File: src/sv/sms_pkg.sv
package sms_pkg;

  localparam int LIFT_TICKS = 256;
  localparam int LIFT_W     = $clog2(LIFT_TICKS);
  localparam int EASE_DEN   = 100 * LIFT_TICKS;

  localparam logic [1:0] OP_TICK  = 2'd0;
  localparam logic [1:0] OP_ARM   = 2'd1;
  localparam logic [1:0] OP_START = 2'd2;

  localparam logic [1:0] PUMP_NONE = 2'd0;
  localparam logic [1:0] PUMP_ON   = 2'd1;
  localparam logic [1:0] PUMP_VENT = 2'd2;

  localparam logic [2:0] REG_LIFT_ANGLE       = 3'd0;
  localparam logic [2:0] REG_HIT_OFFSET       = 3'd1;
  localparam logic [2:0] REG_RETURN_TICKS     = 3'd2;
  localparam logic [2:0] REG_HIT_TICKS        = 3'd3;
  localparam logic [2:0] REG_HIT_RETURN_TICKS = 3'd4;
  localparam logic [2:0] REG_CLEAR_TICKS      = 3'd5;

  // (2n-1)*2n for the cosine series terms
  localparam logic [14:1][9:0] TAYLOR_DEN = {
    10'd756, 10'd650, 10'd552, 10'd462, 10'd380, 10'd306, 10'd240,
    10'd182, 10'd132, 10'd90,  10'd56,  10'd30,  10'd12,  10'd2
  };

  typedef logic [LIFT_TICKS-1:0][15:0] ease_rom_t;

  function automatic logic [15:0] ease_q16(int unsigned k);
    logic [63:0]        x;
    logic [63:0]        x2;
    logic [63:0]        term;
    logic signed [63:0] c;
    logic signed [63:0] s;
    x    = (64'd314 * 64'(k) * (64'd1 << 28)) / EASE_DEN;
    x2   = (x * x) >> 28;
    term = 64'd1 << 28;
    c    = 64'sd1 <<< 28;
    for (int n = 1; n <= 14; n++) begin
      term = ((term * x2) >> 28) / 64'(TAYLOR_DEN[n]);
      if (n % 2 == 1) begin
        c = c - $signed(term);
      end else begin
        c = c + $signed(term);
      end
    end
    s = (64'sd1 <<< 28) - c + 64'sd4096;
    if (s < 0) begin
      s = 64'sd0;
    end
    s = s >>> 13;
    if (s > 64'sd65535) begin
      s = 64'sd65535;
    end
    return s[15:0];
  endfunction

  function automatic ease_rom_t build_ease_rom();
    ease_rom_t rom;
    for (int k = 0; k < LIFT_TICKS; k++) begin
      rom[k] = ease_q16(k);
    end
    return rom;
  endfunction

  localparam ease_rom_t EASE_ROM = build_ease_rom();

endpackage

File: src/sv/serve_motion_sequencer.sv
// Serve motion sequencer. Takes tick, arm and start beats and returns one
// result beat per input beat, in order. A beat is registered on entry, then
// decoded against the sequencer state, the eased-lift ROM lookup and the
// 32x16 target multiply, and the result lands in the output register; one
// beat is accepted every cycle while the result side keeps up. The eased
// lift runs for LIFT_TICKS ticks.
module serve_motion_sequencer import sms_pkg::*; (
  input  logic               clk,
  input  logic               rst_n,
  input  logic               cfg_we,
  input  logic [2:0]         cfg_index,
  input  logic [31:0]        cfg_wdata,
  input  logic               in_valid,
  output logic               in_ready,
  input  logic [1:0]         in_opcode,
  input  logic signed [31:0] in_measured_angle,
  output logic               out_valid,
  input  logic               out_ready,
  output logic [2:0]         out_stage,
  output logic               out_active,
  output logic signed [31:0] out_aim_angle,
  output logic               out_target_write,
  output logic [1:0]         out_pump_cmd,
  output logic               out_heading_step,
  output logic               out_stop_force,
  output logic               out_output_enable,
  output logic               out_loop_clear,
  output logic               out_done_res
);

  typedef enum logic [2:0] {
    ST_IDLE     = 3'd0,
    ST_LIFT     = 3'd1,
    ST_PUMP_ON  = 3'd2,
    ST_HIT      = 3'd3,
    ST_VENT     = 3'd4,
    ST_CLEAR    = 3'd5
  } stage_t;

  logic signed [31:0] lift_angle_r;
  logic signed [31:0] hit_offset_r;
  logic [15:0]        return_ticks_r;
  logic [15:0]        hit_ticks_r;
  logic [15:0]        hit_return_ticks_r;
  logic [15:0]        clear_ticks_r;

  logic               in_v_r;
  logic [1:0]         op_r;
  logic signed [31:0] meas_r;

  stage_t             stage_r, stage_nxt;
  logic [15:0]        tick_r, tick_nxt;
  logic               active_r, active_nxt;
  logic               armed_r, armed_nxt;
  logic signed [31:0] lift_target_r, lift_target_nxt;
  logic signed [31:0] hit_target_r, hit_target_nxt;
  logic               drive_en_r, drive_en_nxt;
  logic signed [31:0] held_r, held_nxt;

  logic               twrite_nxt, hstep_nxt, stopf_nxt, lclear_nxt, done_nxt;
  logic [1:0]         pump_nxt;

  logic               out_v_r;
  logic [2:0]         o_stage_r;
  logic               o_active_r;
  logic signed [31:0] o_target_r;
  logic               o_twrite_r;
  logic [1:0]         o_pump_r;
  logic               o_hstep_r;
  logic               o_stopf_r;
  logic               o_oen_r;
  logic               o_lclear_r;
  logic               o_done_r;

  logic               adv;
  logic               fire;
  logic [15:0]        tick_inc;
  logic signed [32:0] hit_sum;
  logic signed [31:0] hit_sat;
  logic signed [31:0] eased;

  assign adv      = !out_v_r || out_ready;
  assign fire     = in_v_r && adv;
  assign in_ready = !in_v_r || adv;
  assign tick_inc = tick_r + 16'd1;

  assign hit_sum = {lift_angle_r[31], lift_angle_r} + {hit_offset_r[31], hit_offset_r};
  assign hit_sat = (hit_sum[32] != hit_sum[31])
                   ? (hit_sum[32] ? 32'sh8000_0000 : 32'sh7fff_ffff)
                   : hit_sum[31:0];

  sms_ease u_ease (
    .lift_target  (lift_target_r),
    .tick_idx     (tick_r[LIFT_W-1:0]),
    .eased_target (eased)
  );

  always_comb begin
    stage_nxt       = stage_r;
    tick_nxt        = tick_r;
    active_nxt      = active_r;
    armed_nxt       = armed_r;
    lift_target_nxt = lift_target_r;
    hit_target_nxt  = hit_target_r;
    drive_en_nxt    = drive_en_r;
    held_nxt        = held_r;
    twrite_nxt      = 1'b0;
    hstep_nxt       = 1'b0;
    stopf_nxt       = 1'b0;
    lclear_nxt      = 1'b0;
    done_nxt        = 1'b0;
    pump_nxt        = PUMP_NONE;
    unique case (op_r)
      OP_ARM: begin
        armed_nxt = 1'b1;
      end
      OP_START: begin
        if (armed_r && !active_r) begin
          lift_target_nxt = lift_angle_r;
          hit_target_nxt  = hit_sat;
          active_nxt      = 1'b1;
          armed_nxt       = 1'b0;
          tick_nxt        = 16'd0;
          drive_en_nxt    = 1'b1;
          lclear_nxt      = 1'b1;
          stage_nxt       = ST_LIFT;
        end
      end
      OP_TICK: begin
        if (active_r) begin
          tick_nxt = tick_inc;
          unique case (stage_r)
            ST_LIFT: begin
              held_nxt   = eased;
              twrite_nxt = 1'b1;
              if (tick_inc >= 16'(LIFT_TICKS)) begin
                stage_nxt = ST_PUMP_ON;
                tick_nxt  = 16'd0;
              end
            end
            ST_PUMP_ON: begin
              pump_nxt = PUMP_ON;
              if (tick_inc >= return_ticks_r) begin
                stage_nxt = ST_HIT;
                tick_nxt  = 16'd0;
              end
            end
            ST_HIT: begin
              held_nxt   = hit_target_r;
              twrite_nxt = 1'b1;
              if (tick_inc >= hit_ticks_r) begin
                stage_nxt = ST_VENT;
                tick_nxt  = 16'd0;
              end
            end
            ST_VENT: begin
              pump_nxt = PUMP_VENT;
              if (tick_inc >= hit_return_ticks_r) begin
                stopf_nxt    = 1'b1;
                drive_en_nxt = 1'b0;
                held_nxt     = meas_r;
                twrite_nxt   = 1'b1;
                stage_nxt    = ST_CLEAR;
                tick_nxt     = 16'd0;
              end
            end
            default: begin
              hstep_nxt = 1'b1;
              if (tick_inc >= clear_ticks_r) begin
                stage_nxt  = ST_IDLE;
                tick_nxt   = 16'd0;
                active_nxt = 1'b0;
                done_nxt   = 1'b1;
              end
            end
          endcase
        end
      end
      default: begin
      end
    endcase
  end

  always_ff @(posedge clk) begin
    if (!rst_n) begin
      lift_angle_r       <= '0;
      hit_offset_r       <= '0;
      return_ticks_r     <= 16'd1;
      hit_ticks_r        <= 16'd1;
      hit_return_ticks_r <= 16'd1;
      clear_ticks_r      <= 16'd1;
    end else if (cfg_we) begin
      unique case (cfg_index)
        REG_LIFT_ANGLE:       lift_angle_r       <= cfg_wdata;
        REG_HIT_OFFSET:       hit_offset_r       <= cfg_wdata;
        REG_RETURN_TICKS:     return_ticks_r     <= cfg_wdata[15:0];
        REG_HIT_TICKS:        hit_ticks_r        <= cfg_wdata[15:0];
        REG_HIT_RETURN_TICKS: hit_return_ticks_r <= cfg_wdata[15:0];
        REG_CLEAR_TICKS:      clear_ticks_r      <= cfg_wdata[15:0];
        default: begin
        end
      endcase
    end
  end

  always_ff @(posedge clk) begin
    if (in_ready) begin
      op_r   <= in_opcode;
      meas_r <= in_measured_angle;
    end
    if (!rst_n) begin
      in_v_r <= 1'b0;
    end else if (in_ready) begin
      in_v_r <= in_valid;
    end
  end

  always_ff @(posedge clk) begin
    if (!rst_n) begin
      stage_r       <= ST_IDLE;
      tick_r        <= '0;
      active_r      <= 1'b0;
      armed_r       <= 1'b1;
      lift_target_r <= '0;
      hit_target_r  <= '0;
      drive_en_r    <= 1'b1;
      held_r        <= '0;
      out_v_r       <= 1'b0;
    end else if (fire) begin
      stage_r       <= stage_nxt;
      tick_r        <= tick_nxt;
      active_r      <= active_nxt;
      armed_r       <= armed_nxt;
      lift_target_r <= lift_target_nxt;
      hit_target_r  <= hit_target_nxt;
      drive_en_r    <= drive_en_nxt;
      held_r        <= held_nxt;
      out_v_r       <= 1'b1;
    end else if (out_ready) begin
      out_v_r       <= 1'b0;
    end
    if (fire) begin
      o_stage_r  <= stage_nxt;
      o_active_r <= active_nxt;
      o_target_r <= held_nxt;
      o_twrite_r <= twrite_nxt;
      o_pump_r   <= pump_nxt;
      o_hstep_r  <= hstep_nxt;
      o_stopf_r  <= stopf_nxt;
      o_oen_r    <= drive_en_nxt;
      o_lclear_r <= lclear_nxt;
      o_done_r   <= done_nxt;
    end
  end

  assign out_valid         = out_v_r;
  assign out_stage         = o_stage_r;
  assign out_active        = o_active_r;
  assign out_aim_angle     = o_target_r;
  assign out_target_write  = o_twrite_r;
  assign out_pump_cmd      = o_pump_r;
  assign out_heading_step  = o_hstep_r;
  assign out_stop_force    = o_stopf_r;
  assign out_output_enable = o_oen_r;
  assign out_loop_clear    = o_lclear_r;
  assign out_done_res      = o_done_r;

  a_done_idle: assert property (@(posedge clk) disable iff (!rst_n)
    (out_v_r && o_done_r) |-> (o_stage_r == ST_IDLE && !o_active_r))
    else $error("done beat while not idle");

  a_stop_drive: assert property (@(posedge clk) disable iff (!rst_n)
    (out_v_r && o_stopf_r) |-> (!o_oen_r && o_twrite_r && o_stage_r == ST_CLEAR))
    else $error("force stop without drive off and target write");

  a_fire_valid: assert property (@(posedge clk) disable iff (!rst_n)
    fire |=> out_v_r)
    else $error("processed beat did not reach output");

  a_idle_quiet: assert property (@(posedge clk) disable iff (!rst_n)
    (!active_r) |-> (stage_r == ST_IDLE))
    else $error("stage advanced while inactive");

endmodule

File: src/sv/sms_ease.sv
module sms_ease import sms_pkg::*; (
  input  logic signed [31:0] lift_target,
  input  logic [LIFT_W-1:0]  tick_idx,
  output logic signed [31:0] eased_target
);

  logic [15:0]        ease;
  logic signed [48:0] prod;
  logic signed [48:0] rnd;

  assign ease         = EASE_ROM[tick_idx];
  assign prod         = 49'(lift_target) * $signed({33'd0, ease});
  assign rnd          = prod + 49'sd32768;
  assign eased_target = rnd[47:16];

endmodule
File: config.mk
export PLATFORM = sky130hd
export DESIGN_NAME = serve_motion_sequencer
export DESIGN_NICKNAME = d
export VERILOG_FILES = /design/src/sv/sms_pkg.sv /design/src/sv/serve_motion_sequencer.sv /design/src/sv/sms_ease.sv
export SDC_FILE = /design/constraint.sdc
export NUM_CORES = 2
export LEC_CHECK = 0
export ABC_CLOCK_PERIOD_IN_PS = 8900
export BUFFER_PORTS_ARGS = -buffer_cell sky130_fd_sc_hd__buf_2
export CAP_MARGIN = 10
export CORE_AREA = 2 2 260 262
export CTS_BUF_LIST = sky130_fd_sc_hd__clkbuf_4 sky130_fd_sc_hd__clkbuf_8 sky130_fd_sc_hd__clkbuf_16
export CTS_CLUSTER_DIAMETER = 60
export DETAILED_ROUTE_END_ITERATION = 10
export DIE_AREA = 0 0 262 264
export PLACE_DENSITY = 0.79
export SLEW_MARGIN = 10
export SYNTH_ARGS = -nofsm -noshare
export SYNTH_HDL_FRONTEND = slang
export SYNTH_HIERARCHICAL = 1
export SYNTH_SLANG_ARGS = --single-unit
File: constraint.sdc
create_clock -name clk -period 8.9 [get_ports clk]
set_input_delay 0.89 -clock clk [delete_from_list [all_inputs] [get_ports clk]]
set_output_delay 0.89 -clock clk [all_outputs]
set_load 0.02 [all_outputs]
## Word-level counts from Yosys, hierarchy flattened

Memories as Yosys holds them, arrays and structs flattened. A register that Yosys moved wholly into a read port is not among the register bits.
Index checks and enable logic that the tools add are counted.

| word-level totals | value |
|---|---|
| flip-flop bits (word level) | 326 |
| memories kept | 1 |
| RAM bits | 0 |
| output and inout bits | 46 |
| latch bits | 0 |
| ROM bits | 4096 |

| operators by class | value |
|---|---|
| bitwise operators | 2 |
| multiplexer cells | 47 |
| equal/unequal tests | 14 |
| magnitude comparators | 6 |
| shift operators | 0 |
| reduce and logical (&&, ||, !) cells | 26 |
| divide/modulo/power cells | 0 |
| add/sub/neg operators | 3 |
| multiply operators | 1 |

Memories:

| name | depth | width | rd ports | clocked after memory_dff | wr ports | line | source |
|---|---|---|---|---|---|---|---|
| (name not given) | 256 | 16 | 1 | 1 | 0 | sms_ease.sv:11 | `assign ease = EASE_ROM[tick_idx];` |

Operators with widths:

| cell | count |
|---|---|
| 32-bit 2-to-1 mux | 5 |
| 16-bit 2-to-1 mux | 8 |
| 32-bit case mux with 3 select lines | 1 |
| 16-bit >= comparator | 4 |
| 16-bit case mux with 4 select lines | 1 |
| 48-bit by 17-bit adder with 48-bit output (second input constant) | 1 |
| 32-bit by 17-bit multiplier with 48-bit output | 1 |
| 32-bit by 32-bit adder with 33-bit output | 1 |
| 16-bit case mux with 2 select lines | 1 |
| 3-bit 2-to-1 mux | 7 |
| 16-bit by 1-bit adder with 16-bit output (second input constant) | 1 |
| 16-bit by 9-bit >= comparator with 1-bit output (second input constant) | 1 |
| 8-bit 2-to-1 mux | 2 |
| 1-bit 2-to-1 mux | 15 |
| 2-bit AND reduction | 7 |
| 3-bit by 2-bit == test with 1-bit output (second input constant) | 4 |
| 3-bit case mux with 4 select lines | 1 |
| 3-bit == test (second input constant) | 3 |
| 8-bit by 9-bit less-than comparator with 1-bit output (second input constant) | 1 |
| 3-bit AND reduction | 3 |
| 1-bit case mux with 2 select lines | 4 |
| 3-bit by 1-bit == test with 1-bit output (second input constant) | 2 |
| 3-bit case mux with 2 select lines | 1 |
| 2-bit nonzero test | 3 |
| 15 further kinds | 21 |

## Depth between registers and ports, before layout

| logic depth | value |
|---|---|
| word-level depth | 8 |
| mapped depth | 46 |

## By module

Netlist, hierarchy kept.

By module, submodules not included:

| module | seq. area each (µm²) | area an instance (µm²) | instances | cells an instance |
|---|---|---|---|---|
| sms_ease | 0.0 | 22525.4 | 1 | 2789 |
| serve_motion_sequencer | 7307.0 | 16314.4 | 1 | 1885 |

## Least setup slack after synthesis

Ideal clock, no wire load.

| timing path | value |
|---|---|
| path type | reg2reg |
| start point | register tick_r[1] |
| end point | register o_target_r[30], in the netlist out_aim_angle[30] (data pin) |
| path slack | -0.340 ns |
| cell stages (with the launch flop) | 41 |
| data required time | 8.644 ns |
| path buffers | 4 |
| period minus slack after synthesis | 9.240 ns |
| data arrival time | 8.984 ns |
| cell sequence | dfxtp_1 -> clkbuf_1 -> inv_1 -> ha_1 -> buf_6 -> nor2b_1 -> clkbuf_1 -> nor3_1 -> nor3_1 -> a21oi_1 -> mux4_2 -> a21oi_1 -> buf_2 -> nand2_1 -> fa_1 -> fa_1 -> fa_1 -> inv_1 -> [5 not listed] -> ha_1 -> a21o_1 -> a221oi_1 -> o21ai_0 -> nand4_1 -> nand4_1 -> a22o_1 -> a211oi_2 -> nor3_1 -> o31a_1 -> nor2_1 -> xnor2_1 -> mux2i_1 -> nor2_1 -> a21oi_1 -> nor2_1 -> a21oi_1 -> inv_1 |

| between the ends | value |
|---|---|
| longest elaborated chain between the ends | 6 |

RTL lines:

| element | line | source |
|---|---|---|
| from (decl) | serve_motion_sequencer.sv:52 | `logic [15:0] tick_r, tick_nxt;` |
| from (signal assigned) | serve_motion_sequencer.sv:231 | `tick_r <= tick_nxt;` |
| 16-bit by 1-bit adder with 16-bit output | serve_motion_sequencer.sv:85 | `assign tick_inc = tick_r + 16'd1;` |
| 16-bit >= comparator | serve_motion_sequencer.sv:158 | `if (tick_inc >= hit_return_ticks_r) begin` |
| 32-bit 2-to-1 mux | serve_motion_sequencer.sv:158 |  |
| 32-bit case mux with 3 select lines | serve_motion_sequencer.sv:132 | `unique case (stage_r)` |
| 32-bit 2-to-1 mux | serve_motion_sequencer.sv:130 | `if (active_r) begin` |
| 32-bit 2-to-1 mux | serve_motion_sequencer.sv:113 | `unique case (op_r)` |
| net held_nxt[30] | serve_motion_sequencer.sv:58 | `logic signed [31:0] held_r, held_nxt;` |
| to (signal assigned) | serve_motion_sequencer.sv:245 | `o_target_r <= held_nxt;` |
| to (decl) | serve_motion_sequencer.sv:66 | `logic signed [31:0] o_target_r;` |

The timed path passes the listed nets, and every way through them passes these cells.
A chain may end at the register's enable or synchronous reset.

## Worst setup path in the final report

| timing path | value |
|---|---|
| start point | register tick_r[0] |
| end point | register o_target_r[28], in the netlist out_aim_angle[28] (data pin) |

Same word-level chain as after synthesis.

==> results.json <==
{
  "status": "finished, violations left",
  "failed_checks": "negative setup slack",
  "synth_nets": 5487,
  "power_mw": 3.11,
  "max_stage_delay_ns": 0.58,
  "grt_pass1_vias": 35500,
  "root_buffer": "clkbuf_16",
  "synthArstFlopShare": 0,
  "rsz0062_at_grt": "true",
  "die_area_um2": 69200,
  "start_util": 0.583,
  "wl_per_cell_um": 21.6,
  "timing.fmax_mhz": 109,
  "finalSetupViolations": 40,
  "yosysSeqAreaShare": 0.188,
  "ctsHtreeMaxLevel": 1,
  "met3WireLength_mm": 13.8,
  "synth_cells": 4674,
  "gr-total-overflow": 0,
  "cp_max_fo": 7,
  "drtPass1Iterations": 8,
  "ys_types": 98,
  "yosysWarningCount": 6,
  "critPathSlowestCell": "fa_2",
  "cp.required_ns": 9.24,
  "p_clk_frac": 0.414,
  "powerDensity_nw_per_um2": 66.4,
  "dp_hpwl_mm": 93.4,
  "antenna_left": 0,
  "place_inst": 5858,
  "end_kind": "flop",
  "path_class": "reg -> reg",
  "path_clk_slew_ns": 0.07,
  "worst_pin_slew_ns": 1.17,
  "core.rowCount": 95,
  "hold_violations": 0,
  "final_cell_count_no_fill": 5981,
  "setup_ws_ns": -0.270,
  "drive_gt1_frac": 0.210,
  "grt_pass1_wl_mm": 195,
  "cts_made_buffers": 29,
  "final_common_cell": "nand2_1",
  "synthFlopType": "dfxtp_1",
  "power_frac_comb": 0.074,
  "drt_iter0_drc": 4094,
  "drv_cap": 0,
  "cp-start-kind": "flop",
  "fin_crit_sh": 1.03,
  "slew_violations": 0,
  "drc_errors": 0,
  "p_int_mw": 2.35,
  "num_io_pins": 120,
  "maxSlewHeadroom": 0.201,
  "die_y_um": 264,
  "final_cell_mix": "nand2_1, inv_1, fa_1",
  "layout_min_cycle_time_ns": 9.17,
  "pwr-share-seq": 0.512,
  "tritoncts": "built",
  "skew_ns": 0.0318,
  "cts_sinks": 326,
  "vias_per_cell": 6.03,
  "hold_class": "reg -> reg",
  "synth.top_cell.area_share": 0.249,
  "p_sw_uw": 760,
  "p_leak_nw": 21.3,
  "grt.total_usage": 0.358,
  "swShare": 0.244,
  "netlist_area_um2": 38800,
  "portBuffers": 119,
  "gp_congestion": 1.04,
  "dr.max_layer_used": "met5",
  "antenna_found_initial": 4,
  "wl_met1_mm": 49.9,
  "worstPathArrival_ns": 9.51,
  "avgSynthCellArea_um2": 8.31,
  "synth_edf_count": 78,
  "die_w_um": 262,
  "layout-area-overhead-vs-synth_pct": 20.7,
  "synth_top_cell_by_area": "fa_1",
  "grt_max_degree": 164,
  "synth_area_leaders": "fa_1, dfxtp_1, ha_1",
  "clock_path_buffers": 3,
  "wl_met2_mm": 58.7,
  "drt_wl_total_mm": 129,
  "vias": 36100,
  "ir_drop_v": 0.000183,
  "core_area_um2": 66600,
  "ys_ff_latch": 326,
  "nets": 5899,
  "clk_latency_ns": 0.58
}
==> logic make-up (layout without fill, tap and decap cells) <==
kind of cell,after synthesis,count (layout),share of synthesized area
buf+inv,995,1428,0.0996
mux,52,52,0.0186
fa+ha+maj,770,770,0.340
compound gates,963,963,0.158
xor+xnor,84,84,0.0193
simple gates,1484,1484,0.177
other cells,0,1,0
flops,326,326,0.188
==> layer usage <==
metal / vias to the layer above / GRT usage
li1: 15900 / -
met1: 17600 / 0.495
met2: 2133 / 0.564
met3: 445 / 0.0608
met4: 4 / 0.139
met5: - / 0
==> state kept, by name (all words and copies together), names as in the netlist, 3 cells and up <==
name,cells
clear_ticks_r,16
held_r,32
hit_offset_r,32
hit_return_ticks_r,16
hit_target_r,32
hit_ticks_r,16
lift_angle_r,32
lift_target_r,32
meas_r,32
out_aim_angle,32
out_stage,3
return_ticks_r,16
stage_r,3
tick_r,16
==> critical path, delay by kind of cell (launching register included) <==
kind | cells | cell delay (ns)
AOI/OAI and AO/OA | 14 | 3.07
adders and majority gates | 8 | 3.48
buffers and inverters | 9 | 0.91
DFF | 1 | 0.40
muxes | 1 | 0.16
and+or+nand+nor | 9 | 0.88
==> per-stage QoR <==
| step | cell area (um^2) | TNS (ns) | setup WS, ns | hold WS, ns | util |
|---|---|---|---|---|---|
| floorplan | 38900 | 0 | 0.0467 | 0.443 | - |
| detailed placement | 43400 | -9.43 | -0.488 | 0.460 | 0.651 |
| finish | 46900 | -5.25 | -0.270 | 0.467 | 0.704 |
| CTS | 45300 | 0 | 0.000320 | 0.467 | 0.680 |
| global placement | 43400 | -5.76 | -0.374 | 0.453 | 0.651 |
| global route | 46900 | -12.75 | -0.451 | 0.472 | 0.704 |
==> synthesized netlist by cell type, types with 7 or more instances <==
| cell | instances |
|---|---|
| o21bai_1 | 10 |
| edfxtp_1 | 78 |
| buf_1 | 9 |
| a211oi_1 | 33 |
| o22ai_1 | 8 |
| a21boi_0 | 158 |
| o211ai_1 | 17 |
| o21ai_1 | 7 |
| a2111oi_0 | 8 |
| buf_2 | 54 |
| nand4_1 | 17 |
| mux4_2 | 16 |
| nor3_1 | 54 |
| a21o_1 | 59 |
| nand3_1 | 59 |
| a31oi_1 | 30 |
| dfxtp_1 | 248 |
| and2_1 | 248 |
| nor2b_1 | 56 |
| and3_1 | 24 |
| and4_1 | 7 |
| xor2_1 | 29 |
| fa_1 | 484 |
| nor2_1 | 192 |
| nand2_1 | 748 |
| nor3b_1 | 7 |
| clkbuf_1 | 206 |
| o311ai_0 | 13 |
| inv_1 | 709 |
| ha_1 | 255 |
| o31ai_1 | 15 |
| a21oi_1 | 306 |
| maj3_1 | 30 |
| a311oi_1 | 16 |
| o21a_1 | 17 |
| xnor2_1 | 54 |
| mux2i_1 | 35 |
| nand2b_1 | 34 |
| o21ai_0 | 191 |
==> cell type report <==
type	instances	area, um^2
tap	873	1090
timing repair buffer	662	5540
clock buffer	38	847
fill	4939	19700
inverter	714	2690
clock inverter	14	123
multi-input combinational	3353	29300
sequential	326	7330
antenna	1	2.50
==> final timing paths <==
check | from | endpoint | slack (ns) | cells past startpoint
hold reg to reg | hit_return_ticks_r[8]$_SDFFE_PN0P_ | hit_return_ticks_r[8]$_SDFFE_PN0P_ | 0.47 | 2
hold / removal | hit_return_ticks_r[8]$_SDFFE_PN0P_ | hit_return_ticks_r[8]$_SDFFE_PN0P_ | 0.47 | 2
setup reg to reg | tick_r[0]$_SDFFE_PN0P_ | out_aim_angle[28]$_DFFE_PP_ | -0.27 | 41
setup / recovery | tick_r[0]$_SDFFE_PN0P_ | out_aim_angle[28]$_DFFE_PP_ | -0.27 | 41
==> power groups by stage <==
stage	Clock [mW]	Sequential [mW]	Combinational (mW)
3_5_place_dp	0	1.62	0.220
4_1_cts	1.29	1.59	0.224
5_1_grt	1.35	1.60	0.249
2_1_floorplan	0	1.63	0.130
6_report	1.29	1.59	0.230
3_3_place_gp	0	1.62	0.215
==> repair_timing <==
item                       in CTS  in global routing
cloned                          6                  7
hold buffers                    0                  0
buffers inserted               23                 35
setup endpoints to repair      50                 60
gates resized for setup       138                304
pin swaps                      82                174
(Power assumes the default switching activity.)
